### config.mk
export PLATFORM = sky130hd
export DESIGN_NAME = gyro_moving_average_bias_removal_core
export DESIGN_NICKNAME = d
export VERILOG_FILES = /design/src/design/gmabr_pkg.sv /design/src/design/gyro_moving_average_bias_removal_core.sv
export SDC_FILE = /design/constraint.sdc
export NUM_CORES = 2
export LEC_CHECK = 0
export BUFFER_PORTS_ARGS = -buffer_cell sky130_fd_sc_hd__buf_4
export CORE_ASPECT_RATIO = 0.8
export CORE_UTILIZATION = 40
export DETAILED_ROUTE_END_ITERATION = 6
export GPL_TIMING_DRIVEN = 1
export SLEW_MARGIN = 20
export SYNTH_ARGS = -nofsm -noshare
export SYNTH_HDL_FRONTEND = slang
export SYNTH_SLANG_ARGS = --single-unit
### constraint.sdc
create_clock -name clock -period 7.1 [get_ports clock]
set_input_delay 0 -clock clock [delete_from_list [all_inputs] [get_ports clock]]
set_output_delay 0 -clock clock [all_outputs]
set_load 0.02 [all_outputs]
### src/design/gmabr_pkg.sv
// ----------------------------------------------------------------------------
// gmabr_pkg
// Shared types and constants for the gyro moving average bias removal core.
// ----------------------------------------------------------------------------
package gmabr_pkg;

   localparam int SAMPLE_W = 16;                      // input sample width
   localparam int OUT_W    = 32;                      // result width
   localparam int CNT_W    = 16;                      // calibration counter width
   localparam int SCALE_W  = 12;                      // signed width of the scale
   localparam logic signed [SCALE_W-1:0] RAD_SCALE = 12'sd1144;
   localparam logic [CNT_W-1:0] CALIB_RESET = 16'd3500;

   // one history entry: angle and rate sample of one word
   typedef struct packed {
      logic signed [SAMPLE_W-1:0] vel;
      logic signed [SAMPLE_W-1:0] pos;
   } sample_pair_type;

endpackage

### src/design/gyro_moving_average_bias_removal_core.sv
// ----------------------------------------------------------------------------
// gyro_moving_average_bias_removal_core
// Moving average over DEPTH gyro samples per channel, constant bias removal
// and scaling to radians in signed Q4.27.
// ----------------------------------------------------------------------------
// Use:
//   req_* takes one word per sample pair (angle and rate, 1/128 degree).
//   rsp_* returns one word per accepted request: both filtered channels and
//   a calibrating flag in rsp_tuser. csr_* writes the calibration count; the
//   user must write it with no word in flight; the block does not enforce it.
// Pipeline: a word accepted on req_* passes the history read, window sum,
//   scale multiply and saturation registers in order before it reaches rsp_*.
// Throughput: one word per cycle when not stalled. The history memory is read
//   and written at the same slot in the accept cycle (read-first), and the
//   window sums are updated once per word in a single add/subtract stage.
// Reset: clears the window sums, bias, counters and the per-slot valid
//   bits, so never-written history slots read as zero; no clearing pass.
//   The calibration count returns to 3500.
// Stall: when rsp_tready is low the result holds; the three stages before
//   it keep filling, and req_tready falls only once all of them are full.
// ----------------------------------------------------------------------------
module gyro_moving_average_bias_removal_core #(
   parameter int DEPTH = 16
) (
   input  logic        clock,
   input  logic        reset,
   // request: [15:0] pos_sample, [31:16] vel_sample
   input  logic        req_tvalid,
   output logic        req_tready,
   input  logic [31:0] req_tdata,
   // response: [31:0] pos_rad, [63:32] vel_rad
   output logic        rsp_tvalid,
   input  logic        rsp_tready,
   output logic [63:0] rsp_tdata,
   // response: [0] calibrating
   output logic        rsp_tuser,
   // calibration count write
   input  logic        csr_valid,
   output logic        csr_ready,
   input  logic [15:0] csr_data
);

   localparam int IDX_W  = (DEPTH > 1) ? $clog2(DEPTH) : 1;
   localparam int SUM_W  = gmabr_pkg::SAMPLE_W + IDX_W;
   localparam int DIFF_W = SUM_W + 1;
   localparam int PROD_W = DIFF_W + gmabr_pkg::SCALE_W;
   localparam int EXT_W  = (PROD_W > gmabr_pkg::OUT_W) ? PROD_W : gmabr_pkg::OUT_W + 1;
   localparam logic [IDX_W-1:0] LAST_IDX = IDX_W'(DEPTH - 1);

   localparam logic signed [gmabr_pkg::OUT_W-1:0] SAT_MAX = {1'b0, {(gmabr_pkg::OUT_W-1){1'b1}}};
   localparam logic signed [gmabr_pkg::OUT_W-1:0] SAT_MIN = {1'b1, {(gmabr_pkg::OUT_W-1){1'b0}}};

   // ---------------- configuration ----------------
   logic [gmabr_pkg::CNT_W-1:0] calib_count_ff;

   assign csr_ready = 1'b1;

   always_ff @(posedge clock) begin
      if (reset) begin
         calib_count_ff <= gmabr_pkg::CALIB_RESET;
      end else if (csr_valid) begin
         calib_count_ff <= csr_data;
      end
   end

   // ---------------- pipeline control ----------------
   logic s1_vld_ff, s2_vld_ff, s3_vld_ff, out_vld_ff;
   logic out_free, s3_free, s2_free, s1_free;
   logic req_fire, s1_fire, s2_fire, s3_fire;

   assign out_free = !out_vld_ff || rsp_tready;
   assign s3_free  = !s3_vld_ff || out_free;
   assign s2_free  = !s2_vld_ff || s3_free;
   assign s1_free  = !s1_vld_ff || s2_free;

   assign req_tready = s1_free;
   assign req_fire   = req_tvalid && req_tready;
   assign s1_fire    = s1_vld_ff && s2_free;
   assign s2_fire    = s2_vld_ff && s3_free;
   assign s3_fire    = s3_vld_ff && out_free;

   always_ff @(posedge clock) begin
      if (reset) begin
         s1_vld_ff  <= 1'b0;
         s2_vld_ff  <= 1'b0;
         s3_vld_ff  <= 1'b0;
         out_vld_ff <= 1'b0;
      end else begin
         s1_vld_ff  <= req_fire || (s1_vld_ff && !s2_free);
         s2_vld_ff  <= s1_fire  || (s2_vld_ff && !s3_free);
         s3_vld_ff  <= s2_fire  || (s3_vld_ff && !out_free);
         out_vld_ff <= s3_fire  || (out_vld_ff && !rsp_tready);
      end
   end

   // ---------------- history memory, read-first ----------------
   gmabr_pkg::sample_pair_type hist_mem [DEPTH];
   logic [DEPTH-1:0]           hist_vld_ff;
   logic [IDX_W-1:0]           ring_idx_ff;
   gmabr_pkg::sample_pair_type rd_data_ff;
   logic                       rd_vld_ff;
   gmabr_pkg::sample_pair_type new_ff;
   gmabr_pkg::sample_pair_type req_word;

   assign req_word = gmabr_pkg::sample_pair_type'(req_tdata);

   always_ff @(posedge clock) begin
      if (req_fire) begin
         rd_data_ff            <= hist_mem[ring_idx_ff];
         hist_mem[ring_idx_ff] <= req_word;
         new_ff                <= req_word;
      end
   end

   always_ff @(posedge clock) begin
      if (reset) begin
         hist_vld_ff <= '0;
         rd_vld_ff   <= 1'b0;
         ring_idx_ff <= '0;
      end else if (req_fire) begin
         rd_vld_ff                <= hist_vld_ff[ring_idx_ff];
         hist_vld_ff[ring_idx_ff] <= 1'b1;
         ring_idx_ff              <= (ring_idx_ff == LAST_IDX) ? '0 : ring_idx_ff + 1'b1;
      end
   end

   // ---------------- window sums and bias ----------------
   logic signed [SUM_W-1:0]  pos_sum_ff, vel_sum_ff, pos_sum_in, vel_sum_in;
   logic signed [SUM_W-1:0]  pos_bias_ff, vel_bias_ff;
   logic [gmabr_pkg::CNT_W-1:0] sample_cnt_ff, sample_cnt_in;
   logic signed [gmabr_pkg::SAMPLE_W-1:0] pos_old, vel_old;
   logic                     s1_calib;
   logic signed [DIFF_W-1:0] pos_diff_in, vel_diff_in;
   logic signed [DIFF_W-1:0] pos_diff_ff, vel_diff_ff;
   logic                     s2_calib_ff;

   always_comb begin
      // never-written slots read as zero
      pos_old       = rd_vld_ff ? rd_data_ff.pos : '0;
      vel_old       = rd_vld_ff ? rd_data_ff.vel : '0;
      pos_sum_in    = pos_sum_ff + SUM_W'(new_ff.pos) - SUM_W'(pos_old);
      vel_sum_in    = vel_sum_ff + SUM_W'(new_ff.vel) - SUM_W'(vel_old);
      s1_calib      = sample_cnt_ff < calib_count_ff;
      sample_cnt_in = sample_cnt_ff + 1'b1;
      if (s1_calib) begin
         pos_diff_in = DIFF_W'(pos_sum_in);
         vel_diff_in = DIFF_W'(vel_sum_in);
      end else begin
         pos_diff_in = DIFF_W'(pos_sum_in) - DIFF_W'(pos_bias_ff);
         vel_diff_in = DIFF_W'(vel_sum_in) - DIFF_W'(vel_bias_ff);
      end
   end

   always_ff @(posedge clock) begin
      if (reset) begin
         pos_sum_ff    <= '0;
         vel_sum_ff    <= '0;
         pos_bias_ff   <= '0;
         vel_bias_ff   <= '0;
         sample_cnt_ff <= '0;
      end else if (s1_fire) begin
         pos_sum_ff <= pos_sum_in;
         vel_sum_ff <= vel_sum_in;
         if (s1_calib) begin
            sample_cnt_ff <= sample_cnt_in;
            // capture bias on the word that completes calibration
            if (sample_cnt_in == calib_count_ff) begin
               pos_bias_ff <= pos_sum_in;
               vel_bias_ff <= vel_sum_in;
            end
         end
      end
   end

   always_ff @(posedge clock) begin
      if (s1_fire) begin
         pos_diff_ff <= pos_diff_in;
         vel_diff_ff <= vel_diff_in;
         s2_calib_ff <= s1_calib;
      end
   end

   // ---------------- scale ----------------
   logic signed [PROD_W-1:0] pos_prod_ff, vel_prod_ff;
   logic                     s3_calib_ff;

   always_ff @(posedge clock) begin
      if (s2_fire) begin
         pos_prod_ff <= PROD_W'(pos_diff_ff) * PROD_W'(gmabr_pkg::RAD_SCALE);
         vel_prod_ff <= PROD_W'(vel_diff_ff) * PROD_W'(gmabr_pkg::RAD_SCALE);
         s3_calib_ff <= s2_calib_ff;
      end
   end

   // ---------------- saturate ----------------
   function automatic logic signed [gmabr_pkg::OUT_W-1:0] sat32(
      input logic signed [PROD_W-1:0] prod
   );
      logic signed [EXT_W-1:0] ext;
      logic [EXT_W-gmabr_pkg::OUT_W:0] hi;
      ext = EXT_W'(prod);
      hi  = ext[EXT_W-1:gmabr_pkg::OUT_W-1];
      if (&hi || ~|hi) begin
         return ext[gmabr_pkg::OUT_W-1:0];
      end else if (ext[EXT_W-1]) begin
         return SAT_MIN;
      end else begin
         return SAT_MAX;
      end
   endfunction

   logic signed [gmabr_pkg::OUT_W-1:0] pos_rad_ff, vel_rad_ff;
   logic                               calib_out_ff;

   always_ff @(posedge clock) begin
      if (s3_fire) begin
         pos_rad_ff   <= sat32(pos_prod_ff);
         vel_rad_ff   <= sat32(vel_prod_ff);
         calib_out_ff <= s3_calib_ff;
      end
   end

   assign rsp_tvalid = out_vld_ff;
   assign rsp_tdata  = {vel_rad_ff, pos_rad_ff};
   assign rsp_tuser  = calib_out_ff;

   // ---------------- assertions ----------------
   a_fire_fills_s1 : assert property (@(posedge clock) disable iff (reset)
      req_fire |=> s1_vld_ff)
      else $error("accepted word did not reach the sum stage");

   a_ring_steps : assert property (@(posedge clock) disable iff (reset)
      req_fire && (ring_idx_ff != LAST_IDX) |=> ring_idx_ff == $past(ring_idx_ff) + 1'b1)
      else $error("ring index did not step by one");

   a_bias_frozen : assert property (@(posedge clock) disable iff (reset)
      s1_fire && !s1_calib |=> $stable(pos_bias_ff) && $stable(vel_bias_ff))
      else $error("bias changed outside calibration");

   a_full_stall : assert property (@(posedge clock) disable iff (reset)
      out_vld_ff && !rsp_tready && s1_vld_ff && s2_vld_ff && s3_vld_ff |-> !req_tready)
      else $error("request taken while the pipeline is full and stalled");

endmodule

## Word-level counts from Yosys, hierarchy flattened

Memories as Yosys holds them, arrays and structs flattened. A register that Yosys moved wholly into a read port is not among the register bits.
Index checks and enable logic that the tools add are counted.

- Register bits after elaboration: 338
- Memory bits (writable): 512
- Input bits: 53
- Output and inout port bits: 68
- Word-level logic and storage cells: 93
- Memories: 1

- Add/subtract/negate cells: 8
- Multipliers: 2
- Order comparisons: 3
- Eq/ne operators: 2
- Muxes and demuxes: 15
- Bitwise logic cells: 1
- Reductions and logical operators: 35

Memory list:

| memory | depth | width | rd ports | clocked after memory_dff | wr ports | line | source |
|---|---|---|---|---|---|---|---|
| hist_mem | 16 | 32 | 1 | 1 | 1 | gyro_moving_average_bias_removal_core.sv:97 | `gmabr_pkg::sample_pair_type hist_mem [DEPTH];` |

Operators by type and width:

| kind | count |
|---|---|
| two-way mux 32 bit | 4 |
| multiplier 21 x 9 -> 30 bit (second input constant) | 2 |
| two-way mux 21 bit | 2 |
| subtractor 20 x 20 -> 21 bit | 2 |
| adder 20 x 16 -> 20 bit | 2 |
| subtractor 20 x 16 -> 20 bit | 2 |
| two-way mux 16 bit | 2 |
| adder 16 x 1 -> 16 bit (second input constant) | 1 |
| equality test 16 bit | 1 |
| less-than comparator 16 bit | 1 |
| OR 16 bit | 1 |
| logical NOT 1 bit | 10 |
| logical OR 1 bit | 10 |
| logical AND 1 bit | 9 |
| AND reduction 2 bit | 3 |
| less-than comparator 4 x 5 -> 1 bit (second input constant) | 1 |
| adder 4 x 1 -> 4 bit (second input constant) | 1 |
| binary-select mux 1 bit (select 4 bit) | 1 |
| demux 1 bit (select 4 bit) | 1 |
| equality test 4 bit (second input constant) | 1 |
| greater-or-equal comparator 4 x 1 -> 1 bit (second input constant) | 1 |
| two-way mux 1 bit | 4 |
| two-way mux 4 bit | 1 |
| OR reduction 2 bit | 2 |
| AND reduction 3 bit | 1 |

## Logic depth before layout (Yosys ltp)

- Depth after elaboration: 8
- Depth in mapped cells: 23
- Gate-level depth less buffers: 22

## Least setup slack after synthesis

Ideal clock, no wire load.

- Path type: reg-to-reg
- Start: reg out_vld_ff, in the netlist rsp_tvalid
- End: mem hist_mem[3][0] (netlist name) (enable)
- Library setup time: 0.463 ns
- Data arrival time: 5.765 ns
- Slack: 0.872 ns
- Stages on the path, launching flop included: 7
- Path buffers: 1
- Period minus slack after synthesis: 6.228 ns
- Cells stage by stage: dfxtp_1 -> nor2b_1 -> nand4_1 -> and2_1 -> clkbuf_1 -> nand2_1 -> nor3_1

- Word-level cells in the longest chain between the ends: 8

Ends and longest elaborated chain:

| what | line | source |
|---|---|---|
| start: declaration | gyro_moving_average_bias_removal_core.sv:67 | `logic s1_vld_ff, s2_vld_ff, s3_vld_ff, out_vld_ff;` |
| start signal: assignment | gyro_moving_average_bias_removal_core.sv:92 | `out_vld_ff <= s3_fire \|\| (out_vld_ff && !rsp_tready);` |
| logical NOT 1 bit | gyro_moving_average_bias_removal_core.sv:71 | `assign out_free = !out_vld_ff \|\| rsp_tready;` |
| logical OR 1 bit | gyro_moving_average_bias_removal_core.sv:71 |  |
| logical OR 1 bit | gyro_moving_average_bias_removal_core.sv:72 | `assign s3_free = !s3_vld_ff \|\| out_free;` |
| logical OR 1 bit | gyro_moving_average_bias_removal_core.sv:73 | `assign s2_free = !s2_vld_ff \|\| s3_free;` |
| logical OR 1 bit | gyro_moving_average_bias_removal_core.sv:74 | `assign s1_free = !s1_vld_ff \|\| s2_free;` |
| named net req_tready | gyro_moving_average_bias_removal_core.sv:29 | `output logic req_tready,` |
| logical AND 1 bit | gyro_moving_average_bias_removal_core.sv:77 | `assign req_fire = req_tvalid && req_tready;` |
| named net req_fire | gyro_moving_average_bias_removal_core.sv:69 | `logic req_fire, s1_fire, s2_fire, s3_fire;` |
| two-way mux 1 bit | gyro_moving_average_bias_removal_core.sv:108 | `if (req_fire) begin` |
| two-way mux 1 bit (not written as such) | gyro_moving_average_bias_removal_core.sv:110 | `hist_mem[ring_idx_ff] <= req_word;` |
| end: declaration | gyro_moving_average_bias_removal_core.sv:97 |  |

The timed path passes the listed nets, and every way through them passes these cells.

## Worst setup path after layout

- Start: reg rd_vld_ff
- End: reg vel_diff_ff[19] (data pin)

- Word-level cells in the longest chain between the ends: 4

Ends and longest elaborated chain:

| what | line | source |
|---|---|---|
| start: declaration | gyro_moving_average_bias_removal_core.sv:101 | `logic rd_vld_ff;` |
| start signal: assignment | gyro_moving_average_bias_removal_core.sv:121 | `rd_vld_ff <= hist_vld_ff[ring_idx_ff];` |
| two-way mux 16 bit | gyro_moving_average_bias_removal_core.sv:140 | `vel_old = rd_vld_ff ? rd_data_ff.vel : '0;` |
| subtractor 20 x 16 -> 20 bit | gyro_moving_average_bias_removal_core.sv:142 | `vel_sum_in = vel_sum_ff + SUM_W'(new_ff.vel) - SUM_W'(vel_old);` |
| named net vel_sum_in[16] | gyro_moving_average_bias_removal_core.sv:128 | `logic signed [SUM_W-1:0] pos_sum_ff, vel_sum_ff, pos_sum_in, vel_sum_in;` |
| subtractor 20 x 20 -> 21 bit | gyro_moving_average_bias_removal_core.sv:150 | `vel_diff_in = DIFF_W'(vel_sum_in) - DIFF_W'(vel_bias_ff);` |
| two-way mux 21 bit | gyro_moving_average_bias_removal_core.sv:145 | `if (s1_calib) begin` |
| named net vel_diff_in[19] | gyro_moving_average_bias_removal_core.sv:133 | `logic signed [DIFF_W-1:0] pos_diff_in, vel_diff_in;` |
| end signal: assignment | gyro_moving_average_bias_removal_core.sv:178 | `vel_diff_ff <= vel_diff_in;` |
| end: declaration | gyro_moving_average_bias_removal_core.sv:134 | `logic signed [DIFF_W-1:0] pos_diff_ff, vel_diff_ff;` |

The timed path passes the listed nets, and every way through them passes these cells.
A chain may end at the register's enable or synchronous reset.

==> results <==
- The total stage count of the critical path is 18.
- The area growth from synthesis to layout is 14.2%.
- Clock latency on the worst-skew pair, taken at its later pin, is 690 ps.
- The run finished with clean final reports.
- The number of failing hold endpoints at the final stage is 0.
- In this run the power density over the cells is ~520 nW/um^2.
- The die covers 112000 sq um.
- The largest incremental delay on the critical path is between 800 and 900 ps.
- The multiplexer share of the synthesized area is roughly a tenth.
- The remaining antenna violation count is 0.
- Clock-pin slew was measured on the worst setup and hold paths at 60 ps.
- The overall die height is approximately 300 um.
- The via count of the first global-routing pass is 24.5k.
- The min-delay analysis places its worst path in the category input port to flip-flop.
- The worst hold path cell count is 2.
- The buffer and inverter count on the worst path is 1.
- The number of buffers on the longest clock path is 3.
- The starting density of the core is 40.6%.
- Setup repair after global routing left no endpoint under its margin.
- Of all nets on the critical path, the largest fanout is 27.
- The first-pass GRT wire length is roughly 140000 um.
- The type of destination of the critical path is a flip-flop.
- The CTS tree is built.
- The share of synthesized cell area in and, or, nand and nor gates is 5.77%.
- Yosys instantiated no cell more often than sky130_fd_sc_hd__edfxtp_1.
- Counting flops with an async set or reset pin after synthesis yields a share of 0%.
- In this run the static leakage power is 18.8 nW.
- Measured along the x axis, the die boundary spans 374 um.
- The synthesized netlist contains 71 unique library cells.
- The number of standard cells after synthesis is approximately 3.1k.
- The post-synthesis net count is 3613.
- Yosys mapped a number of flops with a built-in enable equal to 741.
- CTS saw between 800 and 900 sinks.
- After detailed routing, the average wire length per cell comes to 18.6 um.
- After synthesis, the cell types taking the most area are sky130_fd_sc_hd__edfxtp_1 (50%), sky130_fd_sc_hd__mux4_2 (8.4%), sky130_fd_sc_hd__ha_1 (7.4%).
- For the worst setup path, the data arrival time is 5970 ps.
- The number of cells upsized or downsized after cts is 0.
- Global routing used 3.34% of the available met3 tracks.
- The setup-violating endpoint count in the final report is 0.
- The cell count after placement is 4614.
- For this design, the slowest cell found on the critical path is sky130_fd_sc_hd__dfxtp_1.
- Of the cells placed in the final design, the portion with a size suffix greater than 1 is around 15%.
- 0 antenna diodes ended up in the layout.
- The worst setup path is of the flip-flop to flip-flop kind.
- In this run the count of I/O pins placed on the die edge is 121.
- The setup TNS is 0 ps.
- The number of max-slew violations in the final report came to 0.
- The cell type with the highest aggregate area in the netlist is sky130_fd_sc_hd__edfxtp_1.
- The adder-cell share of the synthesized area is 14.6%.
- Summing the areas of all xor and xnor instances in the mapped netlist gives 2.86% of the synthesized area.
- The first detailed-routing pass took 5 iterations.
- The largest delay contributor family on the critical path is compound AO/OA/AOI/OAI gates.
- CTS placed an instance of sky130_fd_sc_hd__clkbuf_16 at the clock tree root.
- The row count is 108.
- The transition at the pin with the smallest max-transition slack is 1040 ps.
- The DRC violations left is 0.
- The most used cell along the critical path is sky130_fd_sc_hd__ha_1.
- VDD sags by at most approximately 0.48 mV.
- The overall overflow remaining after global route is 0.
- The largest clock skew in the final design is ~42 ps.
- The initial antenna violation count is 8.
- Among all flip-flop cells after synthesis, the most frequent one is sky130_fd_sc_hd__edfxtp_1.
- The number of warning messages in the yosys log is 0.
- After synthesis, the mean cell area works out to 14.1 sq um.
- The depth of the worst register-to-register path is 18.
- The post-synthesis sequential area ratio is a little under three fifths.
- Using the TritonRoute via totals, the vias-per-cell ratio works out to around 5.
- Clock tree synthesis inserted a total of 88 buffers.
- In the global route stage, overall resource usage came out at 16.5%.
- The pin count of the biggest net entering global routing is 77.
- At the end of routability-driven placement, the weighted congestion stood at 0.795.
- The critical path goes through and2_1, ha_1, inv_1, ha_1, fa_1, a211oi_1, nor2_1, o31ai_1, a22oi_1, a2111oi_0, nor2_1, a21oi_1, ha_1, a21o_1, a21o_1, a221oi_1, xor2_1, mux2i_1.
- The main combinational cell family by area after synthesis is adder cells.
- The final-stage net count is 3823.
- Input and output buffers added on the ports amount to approximately 120.
- By count the netlist is led by sky130_fd_sc_hd__edfxtp_1 (741), sky130_fd_sc_hd__inv_1 (334), sky130_fd_sc_hd__ha_1 (261), sky130_fd_sc_hd__nor2_1 (195), sky130_fd_sc_hd__mux4_2 (165).
- The max capacitance violation total is 0.
- The number of DRC violations after detailed-routing iteration 0 is 1636.
- The final core area utilization is 46.4%.
- The compound-cell area share of the yosys netlist is just under 7%.
- The synthesized design contains 878 register bits.
- The final wirelength is 90300 um.
- The HPWL reported at the end of detailed placement is 58500 um.
- The area of the core is 109000 sq um.
- For met2 alone, demand over resource in global routing was 25.1%.
- Timing would allow up to 179 MHz.
- The number of standard cells in the layout, taps in and fillers out is ~4.9k.
- Global routing used 24.3% of the available met1 tracks.
- The H-tree depth reported by CTS is 3.
- Measured against its own limit, the worst slew margin works out to a little under a third.
- After global routing, the most crowded layer is met2.
- In the finished design, the share of the clock period the worst path needs comes to 78.8%.
- The worst endpoint required time is 7470 ps.
- Summing every instance area after synthesis gives 44400 sq um.
- The type of element launching the critical path is a flip-flop.
- The top cell type by area accounts for around half of the synthesized area.
- Across all layers, the routed design uses between 20k and 25k vias.
- For the finished layout, the period the worst path requires is 5600 ps.
layout make-up:
class	count	area, sq um
Fill cell	9580	58500
Sequential cell	878	25000
Multi-Input combinational cell	1813	17800
Clock buffer	105	2320
Timing Repair Buffer	231	1920
Tap cell	1430	1790
Inverter	337	1260
Clock inverter	58	621
path summary, 6_finish.rpt:
kind / start / to / slack [ps]
hold / removal: req_tdata[23] / hist_mem[1][23] / 180
hold reg to reg: s3_calib_ff / rsp_tuser / 420
setup / recovery: rd_vld_ff / vel_diff_ff[19] / 1500
setup reg to reg: rd_vld_ff / vel_diff_ff[19] / 1500
cells by family after synthesis:
logic type	Yosys count
DFF	878
and+or+nand+nor	556
AOI/OAI and AO/OA	467
buffers and inverters	448
adders and majority gates	421
muxes	223
xor gates and xnor gates	145
other	1
report_power, final:
| part | internal, W | switching, W | total, W |
|---|---|---|---|
| clock network | 0.00269 | 0.00204 | 0.00473 |
| logic | 0.00665 | 0.00789 | 0.0145 |
| registers | 0.00685 | 0.000273 | 0.00712 |
| total | 0.0162 | 0.0102 | 0.0264 |
flip-flops by register name (all words and copies together) (netlist names), 4 cells and up:
signal	count
rd_data_ff	32
hist_vld_ff	16
vel_bias_ff	20
vel_diff_ff	21
vel_prod_ff	30
vel_rad_ff	30
hist_mem	512
ring_idx_ff	4
sample_cnt_ff	16
pos_diff_ff	21
vel_sum_ff	20
calib_count_ff	16
new_ff	32
pos_sum_ff	20
pos_prod_ff	30
pos_bias_ff	20
pos_rad_ff	30
metal layers:
| metal | routed length, um | part of all wire (%) | vias up |
|---|---|---|---|
| met5 | 77 | 0.085 | - |
| met4 | 1400 | 1.5 | 12 |
| met3 | 4780 | 5.3 | 104 |
| met2 | 39900 | 44 | 491 |
| met1 | 44100 | 49 | 12200 |
| li1 | - | - | 11900 |
worst reg2reg max path, cell delays in order, from the launching register on:
cell and delay, ps:
sky130_fd_sc_hd__dfxtp_1 810, sky130_fd_sc_hd__and2_1 230, sky130_fd_sc_hd__ha_1 120, sky130_fd_sc_hd__inv_1 40
sky130_fd_sc_hd__ha_1 210, sky130_fd_sc_hd__fa_1 480, sky130_fd_sc_hd__a211oi_1 250, sky130_fd_sc_hd__nor2_1 110
sky130_fd_sc_hd__o31ai_1 370, sky130_fd_sc_hd__a22oi_1 240, sky130_fd_sc_hd__a2111oi_0 670, sky130_fd_sc_hd__nor2_1 110
sky130_fd_sc_hd__a21oi_1 300, sky130_fd_sc_hd__ha_1 370, sky130_fd_sc_hd__a21o_1 200, sky130_fd_sc_hd__a21o_1 180
sky130_fd_sc_hd__a221oi_1 340, sky130_fd_sc_hd__xor2_1 180, sky130_fd_sc_hd__mux2i_1 80
placed cells by master (no fill, tap or decap), types with 13 or more instances in the layout:
cell type	instances
sky130_fd_sc_hd__edfxtp_1	741
sky130_fd_sc_hd__nor2_4	13
sky130_fd_sc_hd__buf_4	156
sky130_fd_sc_hd__nand2b_1	26
sky130_fd_sc_hd__inv_1	334
sky130_fd_sc_hd__a21oi_1	136
sky130_fd_sc_hd__mux2i_1	53
sky130_fd_sc_hd__nand3_1	30
sky130_fd_sc_hd__and3_1	14
sky130_fd_sc_hd__o21a_1	21
sky130_fd_sc_hd__xor2_1	44
sky130_fd_sc_hd__or3_1	16
sky130_fd_sc_hd__clkinv_2	14
sky130_fd_sc_hd__fa_1	160
sky130_fd_sc_hd__nand2_1	158
sky130_fd_sc_hd__clkbuf_1	14
sky130_fd_sc_hd__clkinv_1	19
sky130_fd_sc_hd__a211oi_1	27
sky130_fd_sc_hd__a21o_1	93
sky130_fd_sc_hd__ha_1	261
sky130_fd_sc_hd__mux4_2	165
sky130_fd_sc_hd__nor2_1	181
sky130_fd_sc_hd__and2_1	35
sky130_fd_sc_hd__dfxtp_1	133
sky130_fd_sc_hd__nor3_1	26
sky130_fd_sc_hd__o21bai_1	17
sky130_fd_sc_hd__dlygate4sd3_1	75
sky130_fd_sc_hd__o21ai_0	92
sky130_fd_sc_hd__clkbuf_16	90
sky130_fd_sc_hd__xnor2_1	101
stage by stage:
| stage | hold slack (ps) | instance area, sq um | total power (W) | setup slack (ps) |
|---|---|---|---|---|
| floorplan | 98.9 | 44400 | 0.0189 | 872 |
| global placement | 225 | 47000 | 0.0217 | 1580 |
| detailed placement | 232 | 47000 | 0.0218 | 1460 |
| CTS | 123 | 50700 | 0.0267 | 1390 |
| global route | 158 | 50700 | 0.0290 | 803 |
| finish | 179 | 50700 | 0.0264 | 1500 |
repair_timing:
action	CTS	global route
endpoints found under the hold margin	578	0
buffers inserted	0	0
hold buffers	75	0
No activity file was read; power rests on OpenSTA's default activity.
